## src/hdl/wlpe_pkg.sv

```systemverilog
// Package for the word letter pattern encoder.
// Holds the transfer payload structs, the table write request and the letter helpers.
// No dependencies.
package wlpe_pkg;

  localparam int unsigned LetterCount = 26;
  localparam int unsigned IdxW        = $clog2(LetterCount);
  localparam int unsigned CodeW       = $clog2(LetterCount + 1);

  localparam logic [7:0] UpperA    = 8'd65;
  localparam logic [7:0] UpperZ    = 8'd90;
  localparam logic [7:0] LowerA    = 8'd97;
  localparam logic [7:0] LowerZ    = 8'd122;
  localparam logic [CodeW-1:0] CodeLimit = CodeW'(LetterCount);

  typedef struct packed {
    logic [7:0] char_in;
    logic       word_last;
  } in_t;

  typedef struct packed {
    logic [7:0] char_out;
    logic       out_last;
  } out_t;

  // Write request into the letter code table.
  typedef struct packed {
    logic             en;
    logic [IdxW-1:0]  idx;
    logic [CodeW-1:0] code;
  } code_wr_t;

  function automatic logic is_alpha(input logic [7:0] b);
    return ((b >= UpperA) && (b <= UpperZ)) || ((b >= LowerA) && (b <= LowerZ));
  endfunction

  // Case-folded letter index, 0 for 'a' or 'A'. Non-letters map to 0.
  function automatic logic [IdxW-1:0] letter_idx(input logic [7:0] b);
    logic [7:0] off;
    off = 8'd0;
    if ((b >= LowerA) && (b <= LowerZ)) begin
      off = b - LowerA;
    end else if ((b >= UpperA) && (b <= UpperZ)) begin
      off = b - UpperA;
    end
    return off[IdxW-1:0];
  endfunction

endpackage

```

## src/hdl/wlpe_code_ram.sv

```systemverilog
// Letter code table: one write port and one read port with registered read data.
// Depends on wlpe_pkg.
module wlpe_code_ram import wlpe_pkg::*; (
  input  logic             clk_i,
  input  logic             rd_en_i,
  input  logic [IdxW-1:0]  rd_idx_i,
  output logic [CodeW-1:0] rd_code_o,
  input  code_wr_t         wr_i
);

  logic [CodeW-1:0] mem_q [LetterCount];
  logic [CodeW-1:0] rd_code_q;

  // Read returns the old contents when the same entry is written in the same cycle.
  always_ff @(posedge clk_i) begin
    if (wr_i.en) begin
      mem_q[wr_i.idx] <= wr_i.code;
    end
    if (rd_en_i) begin
      rd_code_q <= mem_q[rd_idx_i];
    end
  end

  assign rd_code_o = rd_code_q;

endmodule

```

## src/hdl/word_letter_pattern_encoder.sv

```systemverilog
// Word letter pattern encoder, top level.
// Depends on wlpe_pkg and wlpe_code_ram.
//
// The block takes a word one byte per transfer and returns one byte per transfer: letters
// (case ignored) are replaced by their pattern letter, the first distinct letter of the
// word becoming 'A', the next new one 'B', and so on, while every other byte passes
// through unchanged. The word_last flag is copied to out_last, and after that byte the
// seen-letter flags and the code counter clear, so the next byte starts a new word.
// Throughput is one byte per clock cycle while the output is not stalled. The edge that
// accepts an input transfer also launches the synchronous read of the letter code memory
// into the lookup stage; the item then moves on into the output register when that is
// free, and the output transfer is offered from there. Input is stalled only while
// both the lookup stage and the output register are full and the output is stalled.
// No configuration and no clearing pass after reset are needed, because the seen flags
// live in flip-flops.
module word_letter_pattern_encoder import wlpe_pkg::*; (
  input  logic clk_i,
  input  logic rst_ni,

  input  logic in_valid_i,
  output logic in_stall_o,
  input  in_t  in_data_i,

  output logic out_valid_o,
  input  logic out_stall_i,
  output out_t out_data_o
);

  // Handshake control.
  logic in_fire;
  logic out_free;
  logic s1_adv;

  // Lookup stage, holds the item whose code memory read is in flight.
  logic             s1_valid_q;
  in_t              s1_data_q;
  logic             s1_letter_q;
  logic [IdxW-1:0]  s1_idx_q;
  logic             fwd_hit_q;
  logic [CodeW-1:0] fwd_code_q;

  // Per-word state.
  logic [LetterCount-1:0] seen_q, seen_d;
  logic [CodeW-1:0]       next_code_q, next_code_d;

  // Output register.
  logic out_valid_q;
  out_t out_data_q;

  logic             in_letter;
  logic [IdxW-1:0]  in_idx;
  logic [CodeW-1:0] ram_code;
  logic             s1_seen;
  logic [CodeW-1:0] stored_code;
  logic [CodeW-1:0] s1_code;
  logic             new_letter;
  code_wr_t         code_wr;
  out_t             s1_result;

  assign out_free   = !out_valid_q || !out_stall_i;
  assign s1_adv     = s1_valid_q && out_free;
  assign in_stall_o = s1_valid_q && !out_free;
  assign in_fire    = in_valid_i && !in_stall_o;

  assign in_letter = is_alpha(in_data_i.char_in);
  assign in_idx    = letter_idx(in_data_i.char_in);

  wlpe_code_ram u_code_ram (
    .clk_i     (clk_i),
    .rd_en_i   (in_fire),
    .rd_idx_i  (in_idx),
    .rd_code_o (ram_code),
    .wr_i      (code_wr)
  );

  // The memory read made at the edge that accepted this item misses a write made at that
  // same edge by the item ahead; the forwarded code covers that one case. Any later write
  // belongs to this item itself, since the table is only written when an item leaves.
  always_comb begin
    s1_seen     = s1_letter_q && seen_q[s1_idx_q];
    stored_code = fwd_hit_q ? fwd_code_q : ram_code;
    s1_code     = s1_seen ? stored_code : next_code_q;
    new_letter  = s1_letter_q && !s1_seen;

    code_wr.en   = s1_adv && new_letter;
    code_wr.idx  = s1_idx_q;
    code_wr.code = next_code_q;

    s1_result.char_out = s1_letter_q ? (UpperA + {{(8 - CodeW){1'b0}}, s1_code})
                                     : s1_data_q.char_in;
    s1_result.out_last = s1_data_q.word_last;
  end

  // Table update happens as the item leaves the lookup stage. The word end clears
  // everything after the flagged byte has been encoded with the current table.
  always_comb begin
    seen_d      = seen_q;
    next_code_d = next_code_q;
    if (s1_adv) begin
      if (s1_data_q.word_last) begin
        seen_d      = '0;
        next_code_d = '0;
      end else if (new_letter) begin
        seen_d[s1_idx_q] = 1'b1;
        if (next_code_q < CodeLimit) begin
          next_code_d = next_code_q + 1'b1;
        end
      end
    end
  end

  always_ff @(posedge clk_i or negedge rst_ni) begin
    if (!rst_ni) begin
      s1_valid_q  <= 1'b0;
      out_valid_q <= 1'b0;
      seen_q      <= '0;
      next_code_q <= '0;
    end else begin
      seen_q      <= seen_d;
      next_code_q <= next_code_d;
      if (in_fire) begin
        s1_valid_q <= 1'b1;
      end else if (s1_adv) begin
        s1_valid_q <= 1'b0;
      end
      if (out_free) begin
        out_valid_q <= s1_valid_q;
      end
    end
  end

  // Payload registers need no reset.
  always_ff @(posedge clk_i) begin
    if (in_fire) begin
      s1_data_q   <= in_data_i;
      s1_letter_q <= in_letter;
      s1_idx_q    <= in_idx;
      fwd_hit_q   <= code_wr.en && (code_wr.idx == in_idx);
      fwd_code_q  <= code_wr.code;
    end
    if (s1_adv) begin
      out_data_q <= s1_result;
    end
  end

  assign out_valid_o = out_valid_q;
  assign out_data_o  = out_data_q;

endmodule

```

## config.mk

```make
export PLATFORM = sky130hd
export DESIGN_NAME = word_letter_pattern_encoder
export DESIGN_NICKNAME = d
export VERILOG_FILES = /design/src/hdl/wlpe_pkg.sv /design/src/hdl/wlpe_code_ram.sv /design/src/hdl/word_letter_pattern_encoder.sv
export SDC_FILE = /design/constraint.sdc
export NUM_CORES = 1
export LEC_CHECK = 0
export ABC_AREA = 1
export BUFFER_PORTS_ARGS = -buffer_cell sky130_fd_sc_hd__buf_2
export CAP_MARGIN = 25
export CORE_MARGIN = 2
export CORE_UTILIZATION = 25
export CTS_CLUSTER_DIAMETER = 40
export CTS_CLUSTER_SIZE = 12
export DETAILED_ROUTE_END_ITERATION = 6
export PLACE_DENSITY = 0.44
export REMOVE_ABC_BUFFERS = 1
export SLEW_MARGIN = 20
export SYNTH_ARGS = -nofsm -noshare
export SYNTH_HDL_FRONTEND = slang
export SYNTH_HIERARCHICAL = 1
export SYNTH_SLANG_ARGS = --single-unit
```

## constraint.sdc

```tcl
create_clock -name clk_i -period 2.9 [get_ports clk_i]
set_input_delay 0 -clock clk_i [delete_from_list [all_inputs] [get_ports clk_i]]
set_output_delay 0 -clock clk_i [all_outputs]
set_load 0.01 [all_outputs]
```

==> load_flow_metrics.sql <==
INSERT INTO impl_metrics (metric_group, metric, value, unit) VALUES
('power', 'net-switching-power', '1.75', 'mW'),
('power', 'irDropWorstVdd', '405', 'uV'),
('drt', 'route.final.wire_length', '21400', 'um'),
('timing', 'timing.hold.ws', '0.162', 'ns'),
('clock_network', 'cts.path.max_buffers', '2', ''),
('timing', 'final_slew_violations', '0', ''),
('drt', 'drt.antenna.violating_nets', '0', ''),
('global_route', 'total_routing_resource_utilization_after_global_routing', '0.122', ''),
('power', 'cell_internal_power_dissipation', '4.75', 'mW'),
('logic_synthesis', 'synth_seq_cells', '198', ''),
('clock_network', 'cts_buffers', '17', ''),
('floorplanning', 'dieHeight', '192', 'um'),
('setup_path', 'crit_required', '2.98', 'ns'),
('logic_synthesis', 'largest_area_contributor_in_the_netlist', 'sky130_fd_sc_hd__edfxtp_1', ''),
('floorplanning', 'die_w', '192', 'um'),
('logic_synthesis', 'synth_top_cells_by_count', 'sky130_fd_sc_hd__nand2_1 (277), sky130_fd_sc_hd__edfxtp_1 (165), sky130_fd_sc_hd__nand3_1 (118)', ''),
('floorplanning', 'floorplan.rows', '68', ''),
('power', 'sequentialPowerShare', '0.524', ''),
('global_route', 'grt_first_pass_wirelength', '33800', 'um'),
('finish', 'drive_gt1_frac', '0.141', ''),
('clock_network', 'insertion_delay', '0.44', 'ns'),
('placement', 'post-dp-hpwl', '13900', 'um'),
('placement', 'place.gp.congestion', '0.764', ''),
('timing', 'worst_pin_slew', '0.823', 'ns'),
('finish', 'multi_input_comb_area', '2530', 'um^2'),
('clock_network', 'numClockSinks', '198', ''),
('setup_path', 'setup.worst_path.start_class', 'register', ''),
('finish', 'area_growth', '17.3', '%'),
('clock_network', 'cts.reportedPaths.clkPinSlew', '0.08', 'ns'),
('timing', 'report.final.hold_viol_count', '0', ''),
('logic_synthesis', 'ys_top_cells_by_area', 'sky130_fd_sc_hd__edfxtp_1 (56%), sky130_fd_sc_hd__nand2_1 (12%), sky130_fd_sc_hd__dfrtp_1 (9.4%)', ''),
('logic_synthesis', 'async_flop_share', '0.167', ''),
('power', 'total_power', '6.50', 'mW'),
('power', 'power.leakage', '4.17', 'nW'),
('timing', 'max_freq', '380', 'MHz'),
('min_path', 'hold_path_class', 'in -> async', ''),
('timing', 'fin_worst_skew', '0.0151', 'ns'),
('global_route', 'grt_start_max_net_pins', '48', ''),
('status', 'result_of_the_run', 'complete, no violations', ''),
('drt', 'initialDrtViolationCount', '422', ''),
('setup_path', 'worstPathMaxFanout', '9', ''),
('timing', 'layout_worst_path_cycle_share', '0.906', ''),
('logic_synthesis', 'yosysUniqueCellTypes', '35', ''),
('finish', 'fillCellCount', '3585', ''),
('job', 'max-cap-violations', '0', ''),
('drt', 'post-route-drc-count', '0', ''),
('clock_network', 'tritoncts', 'yes', ''),
('power', 'switching_share', '0.269', ''),
('drt', 'route.detailed.wl_per_inst', '15.3', 'um'),
('drt', 'vias_per_cell', '4.29', ''),
('finish', 'antennaDiodeCount', '0', ''),
('finish', 'fin_cells', '1399', ''),
('logic_synthesis', 'synth_flop_cell', 'sky130_fd_sc_hd__edfxtp_1', ''),
('timing', 'final_critical_path_setup_slack', '0.271', 'ns'),
('clock_network', 'clk_root_buffer_cell', 'sky130_fd_sc_hd__clkbuf_16', ''),
('setup_path', 'cp-end-kind', 'register', ''),
('clock_network', 'cts.htree.levels', '4', ''),
('logic_synthesis', 'synth_warnings', '6', ''),
('logic_synthesis', 'yosysMostFrequentCell', 'sky130_fd_sc_hd__nand2_1', ''),
('setup_path', 'timing.setup.critical_path_class', 'reg -> reg', ''),
('timing', 'final.min_clock_period', '2.63', 'ns'),
('finish', 'layout.area.seq', '5780', 'um^2'),
('drt', 'routed-via-count', '5998', ''),
('drt', 'drt_first_pass_iters', '5', ''),
('logic_synthesis', 'synth.yosys.seq_area_share', '0.657', ''),
('power', 'power_density', '630', 'nW/um^2'),
('finish', 'postLayoutCoreUtil', '0.298', ''),
('finish', 'final_nets', '949', ''),
('placement', 'io_buffers', '23', ''),
('floorplanning', 'floorplan.initialDensity', '0.254', ''),
('floorplanning', 'floorplan.core_area', '34600', 'um^2');
-- power groups by stage --
stage | clock (mW) | sequential (mW) | combinational, mW
3_3_place_gp | 0 | 3.48 | 0.739
3_5_place_dp | 0 | 3.47 | 0.736
5_1_grt | 2.53 | 3.42 | 0.830
6_report | 2.36 | 3.41 | 0.735
4_1_cts | 2.43 | 3.41 | 0.754
2_1_floorplan | 0 | 3.49 | 0.334
-- routing by layer --
layer,up-vias,GRT usage,share of wire
met4,0,0.0334,0.014
met5,-,0,0
met1,2854,0.159,0.46
li1,3038,-,-
met3,18,0.0209,0.029
met2,88,0.210,0.49
-- worst max-delay path, cell delays in order (launching register included) --
cell and delay, ns:
sky130_fd_sc_hd__edfxtp_1 0.56, sky130_fd_sc_hd__inv_2 0.19, sky130_fd_sc_hd__nor2_2 0.05, sky130_fd_sc_hd__nand2_1 0.05, sky130_fd_sc_hd__nand2_1 0.04, sky130_fd_sc_hd__nor2_1 0.12, sky130_fd_sc_hd__nor2_1 0.05, sky130_fd_sc_hd__nor2_1 0.12
sky130_fd_sc_hd__nand2_2 0.15, sky130_fd_sc_hd__nor3_4 0.25, sky130_fd_sc_hd__nand3_1 0.11, sky130_fd_sc_hd__buf_4 0.19, sky130_fd_sc_hd__nor2_1 0.38
-- metrics by stage --
step / cell area, um^2 / TNS, ns
2_1_floorplan: 8550 / -59.82
3_3_place_gp: 9570 / 0
3_5_place_dp: 9570 / 0
4_1_cts: 10300 / 0
5_1_grt: 10300 / -0.00191
6_report: 10300 / 0
-- worst paths after layout --
check                                        from                                 to  slack, ns  cells past startpoint
max in group asynchronous                  rst_ni         next_code_q[4]$_DFFE_PN0P_       2.23                      2
min                                        rst_ni             seen_q[20]$_DFFE_PN0P_       0.16                      2
min reg2reg                s1_valid_q$_DFFE_PN0P_            out_valid_o$_DFFE_PN0P_       0.47                      2
min in group clk_i                   in_data_i[7]             s1_data_q[7]$_DFFE_PP_       0.31                      2
max reg2reg                 s1_idx_q[1]$_DFFE_PP_  u_code_ram/mem_q[15][4]$_DFFE_PP_       0.27                     12
max                         s1_idx_q[1]$_DFFE_PP_  u_code_ram/mem_q[15][4]$_DFFE_PP_       0.27                     12
-- sequential cells by signal (all words and copies together), names as in the netlist --
signal	cells
s1_valid_q	1
fwd_hit_q	1
out_data_o	9
u_code_ram/mem_q	130
s1_idx_q	5
s1_letter_q	1
u_code_ram/rd_code_o	5
s1_data_q	9
fwd_code_q	5
next_code_q	5
seen_q	26
out_valid_o	1
-- cell families (layout without fill, tap and decap cells) --
family | Yosys count | count (layout) | share of synthesized area
and+or+nand+nor | 508 | 508 | 0.239
DFF | 198 | 198 | 0.657
buffers and inverters | 101 | 179 | 0.0573
AOI/OAI and AO/OA | 47 | 47 | 0.0317
xor gates and xnor gates | 6 | 6 | 0.00598
adders and majority gates | 5 | 5 | 0.00711
muxes | 1 | 1 | 0.00114
-- repair_timing --
action,4_1_cts,5_1_grt
endpoints found under the setup margin,0,107
hold buffers,14,0
endpoints found under the hold margin,44,0
resized for setup,0,1
setup buffers,0,2
-- cell usage in the layout, fill, tap and decap left out, types with 14 or more instances in the layout --
master / instances
sky130_fd_sc_hd__a31oi_1: 25
sky130_fd_sc_hd__clkbuf_16: 17
sky130_fd_sc_hd__buf_2: 23
sky130_fd_sc_hd__nand2_1: 277
sky130_fd_sc_hd__inv_2: 23
sky130_fd_sc_hd__nand3_1: 118
sky130_fd_sc_hd__inv_1: 44
sky130_fd_sc_hd__dlygate4sd3_1: 14
sky130_fd_sc_hd__nor2_1: 89
sky130_fd_sc_hd__dfrtp_1: 33
sky130_fd_sc_hd__buf_4: 40
sky130_fd_sc_hd__edfxtp_1: 165
-- final cells by class --
class,count,share of cell area
Timing Repair Buffer,79,0.0577
Clock buffer,17,0.0412
Inverter,68,0.0247
Clock inverter,15,0.0160
Multi-Input combinational cell,567,0.245
Tap cell,455,0.0552
Sequential cell,198,0.560
(Power assumes the default switching activity.)
